**src/design/assert_macros.svh**
```systemverilog
// ---------------------------------------------------------------------------
// assertion macros
// concurrent checks that compile away when SYNTHESIS is defined
// ---------------------------------------------------------------------------
`ifndef ASSERT_MACROS_SVH
`define ASSERT_MACROS_SVH

`ifndef SYNTHESIS
// antecedent implies consequent in the same cycle
`define ASSERT_SAME(label, ante, cons) \
  label: assert property (@(posedge clk) disable iff (!rst_n) (ante) |-> (cons)) \
    else $error("same-cycle check failed");
// antecedent implies consequent in the following cycle
`define ASSERT_NEXT(label, ante, cons) \
  label: assert property (@(posedge clk) disable iff (!rst_n) (ante) |=> (cons)) \
    else $error("next-cycle check failed");
`else
`define ASSERT_SAME(label, ante, cons)
`define ASSERT_NEXT(label, ante, cons)
`endif

`endif

```
**src/design/cpds_pkg.sv**
```systemverilog
`timescale 1ns / 1ps
// ---------------------------------------------------------------------------
// cpds_pkg
// types, fixed-point constants and microcode for the cart-pole step core
// ---------------------------------------------------------------------------
`default_nettype none

package cpds_pkg;

  localparam int WORD_W = 32;
  localparam int FRAC_W = 24;
  localparam int CFG_W  = 31;

  typedef struct packed {
    logic               kind;
    logic               push_right;
    logic signed [31:0] load_position;
    logic signed [31:0] load_velocity;
    logic signed [31:0] load_angle;
    logic signed [31:0] load_angular_rate;
  } in_t;

  typedef struct packed {
    logic signed [31:0] position;
    logic signed [31:0] velocity;
    logic signed [31:0] angle;
    logic signed [31:0] angular_rate;
    logic               terminated;
  } out_t;

  // config register indexes
  typedef enum logic [1:0] {
    REG_FORCE   = 2'd0,
    REG_TAU     = 2'd1,
    REG_POS_LIM = 2'd2,
    REG_ANG_LIM = 2'd3
  } reg_idx_t;

  localparam logic [30:0] RST_FORCE   = 31'd167772160;
  localparam logic [30:0] RST_TAU     = 31'd335544;
  localparam logic [30:0] RST_POS_LIM = 31'd40265318;
  localparam logic [30:0] RST_ANG_LIM = 31'd3513812;

  // physics constants in Q8.24
  localparam logic signed [31:0] K_1_20  = 32'sd838861;
  localparam logic signed [31:0] K_10_11 = 32'sd15252015;
  localparam logic signed [31:0] K_9_8   = 32'sd164416717;
  localparam logic signed [31:0] K_1_11  = 32'sd1525201;
  localparam logic signed [31:0] K_4_3   = 32'sd22369621;
  localparam logic signed [31:0] K_HALF  = 32'sd8388608;
  localparam logic signed [31:0] K_1_22  = 32'sd762601;

  localparam logic signed [31:0] PI_Q      = 32'sd52707179;
  localparam logic signed [31:0] TWO_PI_Q  = 32'sd105414357;
  localparam logic signed [31:0] HALF_PI_Q = 32'sd26353589;
  localparam logic signed [31:0] CORDIC_X0 = 32'sd10188014;
  localparam int                 CORDIC_N  = 24;

  localparam logic signed [31:0] WORD_MAX = 32'sh7fffffff;
  localparam logic signed [31:0] WORD_MIN = 32'sh80000000;

  typedef enum logic [1:0] {
    OP_MUL = 2'd0,
    OP_ADD = 2'd1,
    OP_SUB = 2'd2,
    OP_DIV = 2'd3
  } alu_op_t;

  typedef enum logic [4:0] {
    SRC_RATE, SRC_POS, SRC_VEL, SRC_ANG, SRC_SIN, SRC_COS, SRC_T0, SRC_T1,
    SRC_NUM, SRC_DEN, SRC_THACC, SRC_XACC, SRC_FORCE, SRC_TAU, SRC_K120,
    SRC_K1011, SRC_K98, SRC_K111, SRC_K43, SRC_KHALF, SRC_K122
  } src_t;

  typedef enum logic [3:0] {
    DST_T0, DST_T1, DST_NUM, DST_DEN, DST_THACC, DST_XACC,
    DST_POS, DST_VEL, DST_ANG, DST_RATE
  } dst_t;

  typedef struct packed {
    alu_op_t op;
    src_t    a;
    src_t    b;
    dst_t    d;
  } uop_t;

  localparam logic [4:0] PROG_LAST = 5'd23;

  function automatic logic [31:0] mag32(logic signed [31:0] v);
    return v[31] ? 32'(-v) : 32'(v);
  endfunction

  // atan(2^-i) in Q8.24
  function automatic logic signed [31:0] atan_q(logic [4:0] i);
    logic signed [31:0] a;
    case (i)
      5'd0:  a = 32'sd13176795;
      5'd1:  a = 32'sd7778716;
      5'd2:  a = 32'sd4110060;
      5'd3:  a = 32'sd2086331;
      5'd4:  a = 32'sd1047214;
      5'd5:  a = 32'sd524117;
      5'd6:  a = 32'sd262123;
      5'd7:  a = 32'sd131069;
      5'd8:  a = 32'sd65536;
      5'd9:  a = 32'sd32768;
      5'd10: a = 32'sd16384;
      5'd11: a = 32'sd8192;
      5'd12: a = 32'sd4096;
      5'd13: a = 32'sd2048;
      5'd14: a = 32'sd1024;
      5'd15: a = 32'sd512;
      5'd16: a = 32'sd256;
      5'd17: a = 32'sd128;
      5'd18: a = 32'sd64;
      5'd19: a = 32'sd32;
      5'd20: a = 32'sd16;
      5'd21: a = 32'sd8;
      5'd22: a = 32'sd4;
      5'd23: a = 32'sd2;
      default: a = 32'sd0;
    endcase
    return a;
  endfunction

  // step program after sin/cos are known
  function automatic uop_t ucode(logic [4:0] pc);
    uop_t u;
    case (pc)
      5'd0:  u = '{OP_MUL, SRC_RATE,  SRC_RATE,  DST_T1};
      5'd1:  u = '{OP_MUL, SRC_K120,  SRC_T1,    DST_T1};
      5'd2:  u = '{OP_MUL, SRC_T1,    SRC_SIN,   DST_T0};
      5'd3:  u = '{OP_ADD, SRC_FORCE, SRC_T0,    DST_T0};
      5'd4:  u = '{OP_MUL, SRC_T0,    SRC_K1011, DST_T0};
      5'd5:  u = '{OP_MUL, SRC_K98,   SRC_SIN,   DST_T1};
      5'd6:  u = '{OP_MUL, SRC_COS,   SRC_T0,    DST_NUM};
      5'd7:  u = '{OP_SUB, SRC_T1,    SRC_NUM,   DST_NUM};
      5'd8:  u = '{OP_MUL, SRC_COS,   SRC_COS,   DST_T1};
      5'd9:  u = '{OP_MUL, SRC_K111,  SRC_T1,    DST_T1};
      5'd10: u = '{OP_SUB, SRC_K43,   SRC_T1,    DST_T1};
      5'd11: u = '{OP_MUL, SRC_KHALF, SRC_T1,    DST_DEN};
      5'd12: u = '{OP_DIV, SRC_NUM,   SRC_DEN,   DST_THACC};
      5'd13: u = '{OP_MUL, SRC_K122,  SRC_THACC, DST_T1};
      5'd14: u = '{OP_MUL, SRC_T1,    SRC_COS,   DST_T1};
      5'd15: u = '{OP_SUB, SRC_T0,    SRC_T1,    DST_XACC};
      5'd16: u = '{OP_MUL, SRC_TAU,   SRC_VEL,   DST_T1};
      5'd17: u = '{OP_ADD, SRC_POS,   SRC_T1,    DST_POS};
      5'd18: u = '{OP_MUL, SRC_TAU,   SRC_XACC,  DST_T1};
      5'd19: u = '{OP_ADD, SRC_VEL,   SRC_T1,    DST_VEL};
      5'd20: u = '{OP_MUL, SRC_TAU,   SRC_RATE,  DST_T1};
      5'd21: u = '{OP_ADD, SRC_ANG,   SRC_T1,    DST_ANG};
      5'd22: u = '{OP_MUL, SRC_TAU,   SRC_THACC, DST_T1};
      default: u = '{OP_ADD, SRC_RATE, SRC_T1,   DST_RATE};
    endcase
    return u;
  endfunction

endpackage

`default_nettype wire

```
**src/design/cpds_div.sv**
```systemverilog
`timescale 1ns / 1ps
// ---------------------------------------------------------------------------
// cpds_div
// restoring Q8.24 divider, two quotient bits per cycle, rounded and saturated
// ---------------------------------------------------------------------------
`default_nettype none

module cpds_div (
  input  wire logic               clk,
  input  wire logic               rst_n,
  input  wire logic               start,
  input  wire logic signed [31:0] dividend,
  input  wire logic signed [31:0] divisor,
  output logic                    busy,
  output logic                    done,
  output logic signed [31:0]      quotient
);

  typedef enum logic [2:0] {
    D_IDLE  = 3'b001,
    D_RUN   = 3'b010,
    D_ROUND = 3'b100
  } dstate_t;

  dstate_t     state_r, state_nxt;
  logic [4:0]  cnt_r;
  logic [55:0] nq_r;
  logic [31:0] rem_r;
  logic [31:0] d_r;
  logic        neg_r;
  logic        done_r;
  logic signed [31:0] quot_r;

  logic [32:0] r2a, r2b;
  logic        ga, gb;
  logic [31:0] rema, remb;
  logic        up;
  logic [55:0] q1;
  logic [55:0] lim;

  always_comb begin
    r2a  = {rem_r, nq_r[55]};
    ga   = r2a >= {1'b0, d_r};
    rema = ga ? 32'(r2a - {1'b0, d_r}) : r2a[31:0];
    r2b  = {rema, nq_r[54]};
    gb   = r2b >= {1'b0, d_r};
    remb = gb ? 32'(r2b - {1'b0, d_r}) : r2b[31:0];
    up   = rem_r >= (d_r - rem_r);
    q1   = nq_r + 56'(up);
    lim  = neg_r ? 56'h80000000 : 56'h7fffffff;
  end

  always_comb begin
    state_nxt = state_r;
    unique case (state_r)
      D_IDLE:  if (start && divisor != '0) state_nxt = D_RUN;
      D_RUN:   if (cnt_r == 5'd27) state_nxt = D_ROUND;
      D_ROUND: state_nxt = D_IDLE;
    endcase
  end

  always_ff @(posedge clk) begin
    if (!rst_n) begin
      state_r <= D_IDLE;
      done_r  <= 1'b0;
    end else begin
      state_r <= state_nxt;
      done_r  <= (state_r == D_ROUND) || (state_r == D_IDLE && start && divisor == '0);
    end
  end

  always_ff @(posedge clk) begin
    unique case (state_r)
      D_IDLE: begin
        nq_r  <= {24'd0, cpds_pkg::mag32(dividend)} << cpds_pkg::FRAC_W;
        rem_r <= '0;
        d_r   <= cpds_pkg::mag32(divisor);
        neg_r <= dividend[31] ^ divisor[31];
        cnt_r <= '0;
        // zero divisor: signed bound, zero over zero gives zero
        if (dividend == '0)     quot_r <= '0;
        else if (dividend[31])  quot_r <= cpds_pkg::WORD_MIN;
        else                    quot_r <= cpds_pkg::WORD_MAX;
      end
      D_RUN: begin
        nq_r  <= {nq_r[53:0], ga, gb};
        rem_r <= remb;
        cnt_r <= cnt_r + 5'd1;
      end
      D_ROUND: begin
        if (q1 > lim) quot_r <= neg_r ? cpds_pkg::WORD_MIN : cpds_pkg::WORD_MAX;
        else          quot_r <= neg_r ? -$signed(q1[31:0]) : $signed(q1[31:0]);
      end
    endcase
  end

  assign busy     = state_r != D_IDLE;
  assign done     = done_r;
  assign quotient = quot_r;

endmodule

`default_nettype wire

```
**config.mk**
```make
export PLATFORM = sky130hd
export DESIGN_NAME = cpds_div
export DESIGN_NICKNAME = d
export VERILOG_FILES = /design/src/design/assert_macros.svh /design/src/design/cpds_pkg.sv /design/src/design/cpds_div.sv
export SDC_FILE = /design/constraint.sdc
export NUM_CORES = 1
export LEC_CHECK = 0
export BUFFER_PORTS_ARGS = -buffer_cell sky130_fd_sc_hd__buf_2
export CAP_MARGIN = 40
export CORE_ASPECT_RATIO = 1.4
export CORE_MARGIN = 1.5
export CORE_UTILIZATION = 57
export DETAILED_ROUTE_END_ITERATION = 10
export PLACE_DENSITY = 0.77
export SLEW_MARGIN = 10
export SYNTH_ARGS = -nofsm -noshare
export SYNTH_HDL_FRONTEND = slang
export SYNTH_SLANG_ARGS = --single-unit
export TNS_END_PERCENT = 100
```
**constraint.sdc**
```tcl
create_clock -name clk -period 8.7 [get_ports clk]
set_clock_uncertainty 0.1 [all_clocks]
set_input_delay 0 -clock clk [delete_from_list [all_inputs] [get_ports clk]]
set_output_delay 0 -clock clk [all_outputs]
set_load 0.02 [all_outputs]
```
Word level (Yosys, flattened, before mapping)
Index checks and enable logic that the tools add are counted.

storage, ports and cells
  flip-flop bits (word level) = 162
  output and inout port bits = 34
  bits in read-only memories = 0
  bits in writable memories = 0
  bits of input ports = 67
  latch bits = 0
  memories = 0

cells by class
  bitwise gates (word level) = 1
  reductions and logical operators = 10
  eq/ne operators = 7
  multipliers = 0
  muxes and demuxes = 17
  shifts and indexed selects = 0
  div/mod/pow operators = 0
  add/sub/neg operators = 8
  order comparisons = 4

operators with widths
  cell                                                              count
  32-bit two-way mux                                                9
  32-bit case mux with 2 select lines                               2
  56-bit case mux with 2 select lines                               1
  32-bit negation                                                   3
  32-bit subtractor                                                 3
  33-bit by 32-bit >= comparator with 1-bit output                  2
  32-bit zero test                                                  2
  56-bit by 1-bit adder with 56-bit output                          1
  56-bit by 32-bit > comparator with 1-bit output                   1
  32-bit >= comparator                                              1
  32-bit nonzero test                                               1
  31-bit two-way mux                                                1
  5-bit case mux with 2 select lines                                1
  3-bit case mux with 3 select lines                                1
  3-bit two-way mux                                                 2
  5-bit by 1-bit adder with 5-bit output (second input constant)    1
  5-bit == test (second input constant)                             1
  2-bit != test (second input constant)                             2
  2-bit nonzero test                                                2
  3-bit by 1-bit == test with 1-bit output (second input constant)  1
  3-bit by 2-bit == test with 1-bit output (second input constant)  1
  3-bit == test (second input constant)                             1
  1-bit logical AND                                                 3
  3-bit by 1-bit != test with 1-bit output (second input constant)  1
  3 further kinds                                                   3

Longest topological paths before layout
  depth after elaboration = 7
  gate-level depth with buffers = 46
  depth with buffers taken out = 44

Worst setup path before layout
OpenSTA, ideal clock, no wires.

  path type = register -> register
  start point = register rem_r[0]
  end point = register quot_r[31] (netlist: quotient[31]), data pin
  path buffers = 3
  cell stages (with the launch flop) = 42
  setup time = 263 ps
  slack = 629 ps
  arrival = 7,708 ps
  data required time = 8,337 ps
  cell sequence = edfxtp_1 -> ha_1 -> inv_1 -> fa_1 -> a21o_1 -> a21oi_1 -> o21ai_0 -> nand4b_1 -> nand2_1 -> o41ai_1 -> o211ai_1 -> a221oi_1 -> xor2_1 -> ha_1 -> nor2b_1 -> o21ai_0 -> nand2b_1 -> a21oi_1 -> (+6 left out) -> ha_1 -> nand4_1 -> buf_2 -> nor4_2 -> clkbuf_1 -> nand4_1 -> xnor2_1 -> ha_1 -> nand4_1 -> a21oi_1 -> a2111oi_0 -> o21ai_0 -> a311o_1 -> nand2_1 -> and3_1 -> buf_4 -> nor2_2 -> a2111o_1

on the way
  cells in the longest elaborated chain, start to end = 7
  elaborated cells between the ends (all ways) = 8
  those cells by class = add/sub: 3; order compare: 2; mux: 3

RTL lines
  element                                     line            RTL
  from (decl)                                 cpds_div.sv:28  logic [31:0] rem_r;
  from (signal assigned)                      cpds_div.sv:87  rem_r <= remb;
  32-bit subtractor                           cpds_div.sv:48  up = rem_r >= (d_r - rem_r);
  32-bit >= comparator *                      cpds_div.sv:48
  56-bit by 1-bit adder with 56-bit output *  cpds_div.sv:49  q1 = nq_r + 56'(up);
  32-bit negation                             cpds_div.sv:92  else quot_r <= neg_r ? -$signed(q1[31:0]) : $signed(q1[31:0]);
  32-bit two-way mux                          cpds_div.sv:92
  32-bit two-way mux *                        cpds_div.sv:91  if (q1 > lim) quot_r <= neg_r ? cpds_pkg::WORD_MIN : cpds_pkg::WORD_MAX;
  32-bit case mux with 2 select lines *       cpds_div.sv:73  unique case (state_r)
  to (signal assigned)                        cpds_div.sv:82  else if (dividend[31]) quot_r <= cpds_pkg::WORD_MIN;
  to (signal assigned)                        cpds_div.sv:91
  to (signal assigned)                        cpds_div.sv:92
  to (decl)                                   cpds_div.sv:32  logic signed [31:0] quot_r;

Every way passes the cells marked *; elsewhere a longest branch is shown, timed or not.
A chain may end at the register's enable or synchronous reset.

Worst setup path after layout
  start point = register d_r[0]
  end point = register quot_r[30] (netlist: quotient[30]), data pin

on the way
  cells in the longest elaborated chain, start to end = 7
  elaborated cells between the ends (all ways) = 8
  those cells by class = add/sub: 3; order compare: 2; mux: 3

RTL lines
  element                                     line            RTL
  from (decl)                                 cpds_div.sv:29  logic [31:0] d_r;
  from (signal assigned)                      cpds_div.sv:77  d_r <= cpds_pkg::mag32(divisor);
  32-bit subtractor *                         cpds_div.sv:48
  32-bit >= comparator *                      cpds_div.sv:48
  56-bit by 1-bit adder with 56-bit output *  cpds_div.sv:49
  32-bit negation                             cpds_div.sv:92
  32-bit two-way mux                          cpds_div.sv:92
  32-bit two-way mux *                        cpds_div.sv:91
  32-bit case mux with 2 select lines *       cpds_div.sv:73

Marks and branches as above.

==> flow_summary.html <==
<table>
<tr><th>Metric</th><th>Value</th></tr>
<tr><th colspan="2">STA</th></tr>
<tr><td>Final Hold Violating Endpoints</td><td>0</td></tr>
<tr><td>Maximum clock rate</td><td>120.9 MHz</td></tr>
<tr><td>Final count of pins violating max slew</td><td>0</td></tr>
<tr><td>RSZ-0062 raised after global routing</td><td>true</td></tr>
<tr><td>Final critical path time including I/O delays and setup</td><td>between 8000 and 9000 ps</td></tr>
<tr><td>Tcrit/Tclk final</td><td>95.07%</td></tr>
<tr><td>Sum of negative setup slack</td><td>0 ps</td></tr>
<tr><td>Final count of negative-setup-slack endpoints</td><td>0</td></tr>
<tr><td>Worst Tran Pin Value</td><td>between 1000 and 1500 ps</td></tr>
<tr><td>Worst slew margin</td><td>about 30%</td></tr>
<tr><th colspan="2">Placed design</th></tr>
<tr><td>IO buf count</td><td>100</td></tr>
<tr><td>Placer Congestion</td><td>approximately 0.97</td></tr>
<tr><td>HPWL reported at the end of detailed placement</td><td>between 30 and 40 mm</td></tr>
<tr><th colspan="2">Worst setup path</th></tr>
<tr><td>WP buf/inv</td><td>5</td></tr>
<tr><td>Worst-path cell with the longest stage delay</td><td>sky130_fd_sc_hd__nor3_1</td></tr>
<tr><td>Critical path arrival</td><td>between 8000 and 9000 ps</td></tr>
<tr><td>Critical path endpoint category</td><td>flip-flop</td></tr>
<tr><td>Maximum fanout encountered on the critical timing path</td><td>7</td></tr>
<tr><td>Maximum cell stage delay along the critical path</td><td>around 430 ps</td></tr>
<tr><td>Launching element type of the critical path</td><td>flip-flop</td></tr>
<tr><td>Crit Path Class</td><td>reg2reg</td></tr>
<tr><td>Data required, critical path</td><td>8860 ps</td></tr>
<tr><td>Worst path top cell family by delay</td><td>compound AO/OA/AOI/OAI gates</td></tr>
<tr><th colspan="2">Floorplan</th></tr>
<tr><td>Floorplan core area</td><td>29070 um2</td></tr>
<tr><td>Cell Rows</td><td>74</td></tr>
<tr><td>Initial cell density of the core</td><td>between 50% and 60%</td></tr>
<tr><td>Die Ht</td><td>approximately 210 um</td></tr>
<tr><td>Die X-Extent</td><td>148.0 um</td></tr>
<tr><td>Top-level I/O count</td><td>approximately 100</td></tr>
<tr><td>Die Footprint</td><td>~30000 um2</td></tr>
<tr><th colspan="2">Yosys</th></tr>
<tr><td>Portion of synthesized cell area occupied by the leading cell type</td><td>about 28%</td></tr>
<tr><td>Yosys reg bits</td><td>162</td></tr>
<tr><td>Primary FF master, synth</td><td>sky130_fd_sc_hd__edfxtp_1</td></tr>
<tr><td>Post-Syn Area per Cell</td><td>~8.5 um2</td></tr>
<tr><td>Mapped cell area</td><td>~17000 um2</td></tr>
<tr><td>Sequential cell area fraction in the yosys report</td><td>~29%</td></tr>
<tr><td>Largest area contributor in the netlist</td><td>sky130_fd_sc_hd__edfxtp_1</td></tr>
<tr><td>Number of enable flip-flop cells after synthesis</td><td>around 160</td></tr>
<tr><td>Synthesized Nets</td><td>about 2200</td></tr>
<tr><td>Total number of yosys warnings</td><td>0</td></tr>
<tr><td>Number of different library cells in the post-synthesis netlist</td><td>85</td></tr>
<tr><td>Count of mapped cells out of synthesis</td><td>a little under 2000</td></tr>
<tr><td>Synth top area cells</td><td>sky130_fd_sc_hd__edfxtp_1, sky130_fd_sc_hd__ha_1, sky130_fd_sc_hd__xnor2_1, sky130_fd_sc_hd__xor2_1, sky130_fd_sc_hd__nand2_1</td></tr>
<tr><td>Share of synthesized flip-flops with an asynchronous set or reset</td><td>0%</td></tr>
<tr><th colspan="2">Clock tree</th></tr>
<tr><td>CTS buffer count</td><td>17</td></tr>
<tr><td>Clock insertion delay at the later pin of the skew report</td><td>460 ps</td></tr>
<tr><td>Buffers from clock root to sink, at most</td><td>2</td></tr>
<tr><td>CTS Root Buffer Type</td><td>sky130_fd_sc_hd__clkbuf_16</td></tr>
<tr><td>H-tree Lvls</td><td>4</td></tr>
<tr><td>Number of sinks driven by the clock tree</td><td>between 150 and 200</td></tr>
<tr><td>Clock slew at the register clock pins of the worst setup and hold paths</td><td>roughly 70 ps</td></tr>
<tr><td>CTS tree</td><td>done</td></tr>
<tr><th colspan="2">Final layout</th></tr>
<tr><td>Storage element area</td><td>just under 5000 um2</td></tr>
<tr><td>Final core utilization</td><td>66.52%</td></tr>
<tr><td>Area of combinational cells with multiple inputs</td><td>around 11000 um2</td></tr>
<tr><td>Share of post-route cells with drive strength above 1</td><td>between 10% and 20%</td></tr>
<tr><td>Final net count</td><td>about 2400</td></tr>
<tr><td>Layout-stage area growth over the synthesis result</td><td>15.29%</td></tr>
<tr><td>Number of fillers in the final layout</td><td>around 2400</td></tr>
<tr><th colspan="2">GRT</th></tr>
<tr><td>Global-route wire length before repair</td><td>77.28 mm</td></tr>
<tr><td>Tot GR Track Use</td><td>31.80%</td></tr>
<tr><td>Total overflow reported by the global router</td><td>0</td></tr>
<tr><td>Maximum number of pins on one net before global-route repair</td><td>73</td></tr>
<tr><td>Initial antenna violation count</td><td>0</td></tr>
<tr><td>Vias in the first global route</td><td>~16000</td></tr>
<tr><th colspan="2">Pwr</th></tr>
<tr><td>PD cells</td><td>about 240 nW/um2</td></tr>
<tr><td>Power after layout</td><td>~4.7 mW</td></tr>
<tr><td>Static power due to leakage</td><td>about 8.2 nW</td></tr>
<tr><td>Peak ir drop on the vdd network</td><td>between 150 and 200 uV</td></tr>
<tr><th colspan="2">Routing</th></tr>
<tr><td>Violation count after the first detailed-routing iteration</td><td>approximately 1400</td></tr>
<tr><td>DR DRC count</td><td>0</td></tr>
<tr><td>Wire per inst</td><td>19.37 um</td></tr>
<tr><td>Routed wire length</td><td>49.09 mm</td></tr>
<tr><td>Post-route antenna net violation count</td><td>0</td></tr>
<tr><td>Ratio of routed vias to standard cells</td><td>6.362</td></tr>
<tr><td>Via count</td><td>roughly 16000</td></tr>
<tr><td>Pre-Repair DR Iteration Count</td><td>6</td></tr>
<tr><th colspan="2">Worst hold path</th></tr>
<tr><td>Hold WC Path Type</td><td>in2reg</td></tr>
<tr><th colspan="2">Job</th></tr>
<tr><td>Max capacitance violation total</td><td>0</td></tr>
<tr><th colspan="2">Run status</th></tr>
<tr><td>Result of the run</td><td>finished, final reports clean</td></tr>
</table>
routing by layer:
layer / global-route usage (%) / up-vias / wire length [um]
met4: 19.38 / 0 / 2695
li1: - / 7657 / -
met5: 0 / - / 0
met1: 35.23 / 7617 / 18930
met2: 57.79 / 685 / 25040
met3: 3.951 / 162 / 2423
report_power, final:
| group | switching (mW) | internal [mW] | leakage, nW |
|---|---|---|---|
| clock network | 0.350 | 0.425 | 0.265 |
| registers | 0.110 | 0.990 | 1.59 |
| logic | 1.62 | 1.16 | 6.33 |
| total | 2.08 | 2.57 | 8.18 |
layout make-up:
type,instances,share of cell area (%)
repair buffers,229,8.773
multi-input cells,1602,58.29
well taps,380,2.458
clock inverters,14,0.8152
diodes,1,0.01294
flip-flops and latches,162,24.95
clock buffers,18,2.219
inverters,128,2.484
per-stage QoR:
| step | worst slack, ps | cells | area (um2) | hold slack, ps |
|---|---|---|---|---|
| after floorplan | 629.1 | 1967 | 16770 | -28.17 |
| after global placement | 81.14 | 2413 | 17730 | 137.7 |
| after detailed placement | -272.5 | 2414 | 17740 | 141.1 |
| after CTS | 0.3624 | 2529 | 19180 | 48.99 |
| after global routing | -109.2 | 2533 | 19340 | 102.3 |
| final | 429.2 | 2534 | 19340 | 94.86 |
timing repair:
item                                   4_1_cts  5_1_grt
pin swaps                                    0       13
setup endpoints to repair                   26       32
setup buffers                                0        4
hold buffers                                83        0
gates resized for setup                      4       25
endpoints found under the hold margin       68        0
final timing paths:
path,startpoint,end,slack [ps],cells past startpoint
worst max-delay path,d_r[0],quotient[30],430,38
worst min register to register,state_r[0],state_r[1],470,1
worst max register to register,d_r[0],quotient[30],430,38
worst min-delay path,divisor[31],neg_r,90,2
cells in the mapped netlist, types with 5 or more instances:
| cell | n |
|---|---|
| sky130_fd_sc_hd__or3_1 | 29 |
| sky130_fd_sc_hd__ha_1 | 165 |
| sky130_fd_sc_hd__nand2b_1 | 19 |
| sky130_fd_sc_hd__nand4_1 | 49 |
| sky130_fd_sc_hd__nor4_1 | 17 |
| sky130_fd_sc_hd__xnor2_1 | 97 |
| sky130_fd_sc_hd__nor3b_1 | 5 |
| sky130_fd_sc_hd__xor2_1 | 86 |
| sky130_fd_sc_hd__o22ai_1 | 5 |
| sky130_fd_sc_hd__nor2_1 | 109 |
| sky130_fd_sc_hd__a211oi_1 | 21 |
| sky130_fd_sc_hd__a221oi_2 | 5 |
| sky130_fd_sc_hd__o31ai_1 | 38 |
| sky130_fd_sc_hd__a311oi_1 | 9 |
| sky130_fd_sc_hd__a21o_1 | 63 |
| sky130_fd_sc_hd__and2_1 | 9 |
| sky130_fd_sc_hd__o21bai_1 | 20 |
| sky130_fd_sc_hd__inv_1 | 128 |
| sky130_fd_sc_hd__buf_2 | 18 |
| sky130_fd_sc_hd__a31o_2 | 5 |
| sky130_fd_sc_hd__buf_4 | 6 |
| sky130_fd_sc_hd__o21a_1 | 14 |
| sky130_fd_sc_hd__edfxtp_1 | 158 |
| sky130_fd_sc_hd__and3_1 | 48 |
| sky130_fd_sc_hd__o21ai_0 | 134 |
| sky130_fd_sc_hd__nand2_1 | 187 |
| sky130_fd_sc_hd__mux2_2 | 12 |
| sky130_fd_sc_hd__nor2b_1 | 14 |
| sky130_fd_sc_hd__o2bb2ai_1 | 12 |
| sky130_fd_sc_hd__a31oi_1 | 12 |
| sky130_fd_sc_hd__or2_2 | 19 |
| sky130_fd_sc_hd__clkbuf_1 | 47 |
| sky130_fd_sc_hd__nor3_1 | 44 |
| sky130_fd_sc_hd__mux2i_1 | 25 |
| sky130_fd_sc_hd__a21oi_1 | 132 |
| sky130_fd_sc_hd__a221oi_1 | 9 |
| sky130_fd_sc_hd__or4_1 | 6 |
| sky130_fd_sc_hd__o31a_1 | 5 |
| sky130_fd_sc_hd__and4_1 | 11 |
| sky130_fd_sc_hd__o41ai_1 | 6 |
| sky130_fd_sc_hd__nand3_1 | 76 |
| sky130_fd_sc_hd__o21ai_1 | 8 |
cells by family after synthesis:
family	after synthesis	synth area share, %
AOI/OAI and AO/OA	543	21.25
xor gates and xnor gates	183	9.555
adders and majority gates	168	12.67
buffers and inverters	203	4.908
DFF	162	28.76
muxes	38	2.364
and+or+nand+nor	670	20.50
state kept, by name (all words and copies together) (netlist names):
name,count
cnt_r,5
quotient,32
done,1
nq_r,56
neg_r,1
state_r,3
d_r,32
rem_r,32
worst register-to-register path, delay by kind of cell, from the launching register on:
| family | cells | cell delay, ps |
|---|---|---|
| simple gates | 13 | 2300 |
| buf+inv | 5 | 610 |
| compound gates | 13 | 3040 |
| fa+ha+maj | 5 | 1260 |
| flops | 1 | 380 |
| xor+xnor | 2 | 390 |
cells in the final DEF (no fill, tap or decap), types with 49 or more instances in the layout:
master,n
sky130_fd_sc_hd__a21o_1,63
sky130_fd_sc_hd__a21oi_1,131
sky130_fd_sc_hd__buf_2,100
sky130_fd_sc_hd__dlygate4sd3_1,83
sky130_fd_sc_hd__edfxtp_1,158
sky130_fd_sc_hd__ha_1,164
sky130_fd_sc_hd__inv_1,128
sky130_fd_sc_hd__nand2_1,185
sky130_fd_sc_hd__nand3_1,75
sky130_fd_sc_hd__nand4_1,49
sky130_fd_sc_hd__nor2_1,108
sky130_fd_sc_hd__o21ai_0,132
sky130_fd_sc_hd__xnor2_1,94
sky130_fd_sc_hd__xor2_1,83
Power figures use the tool's default switching activity.
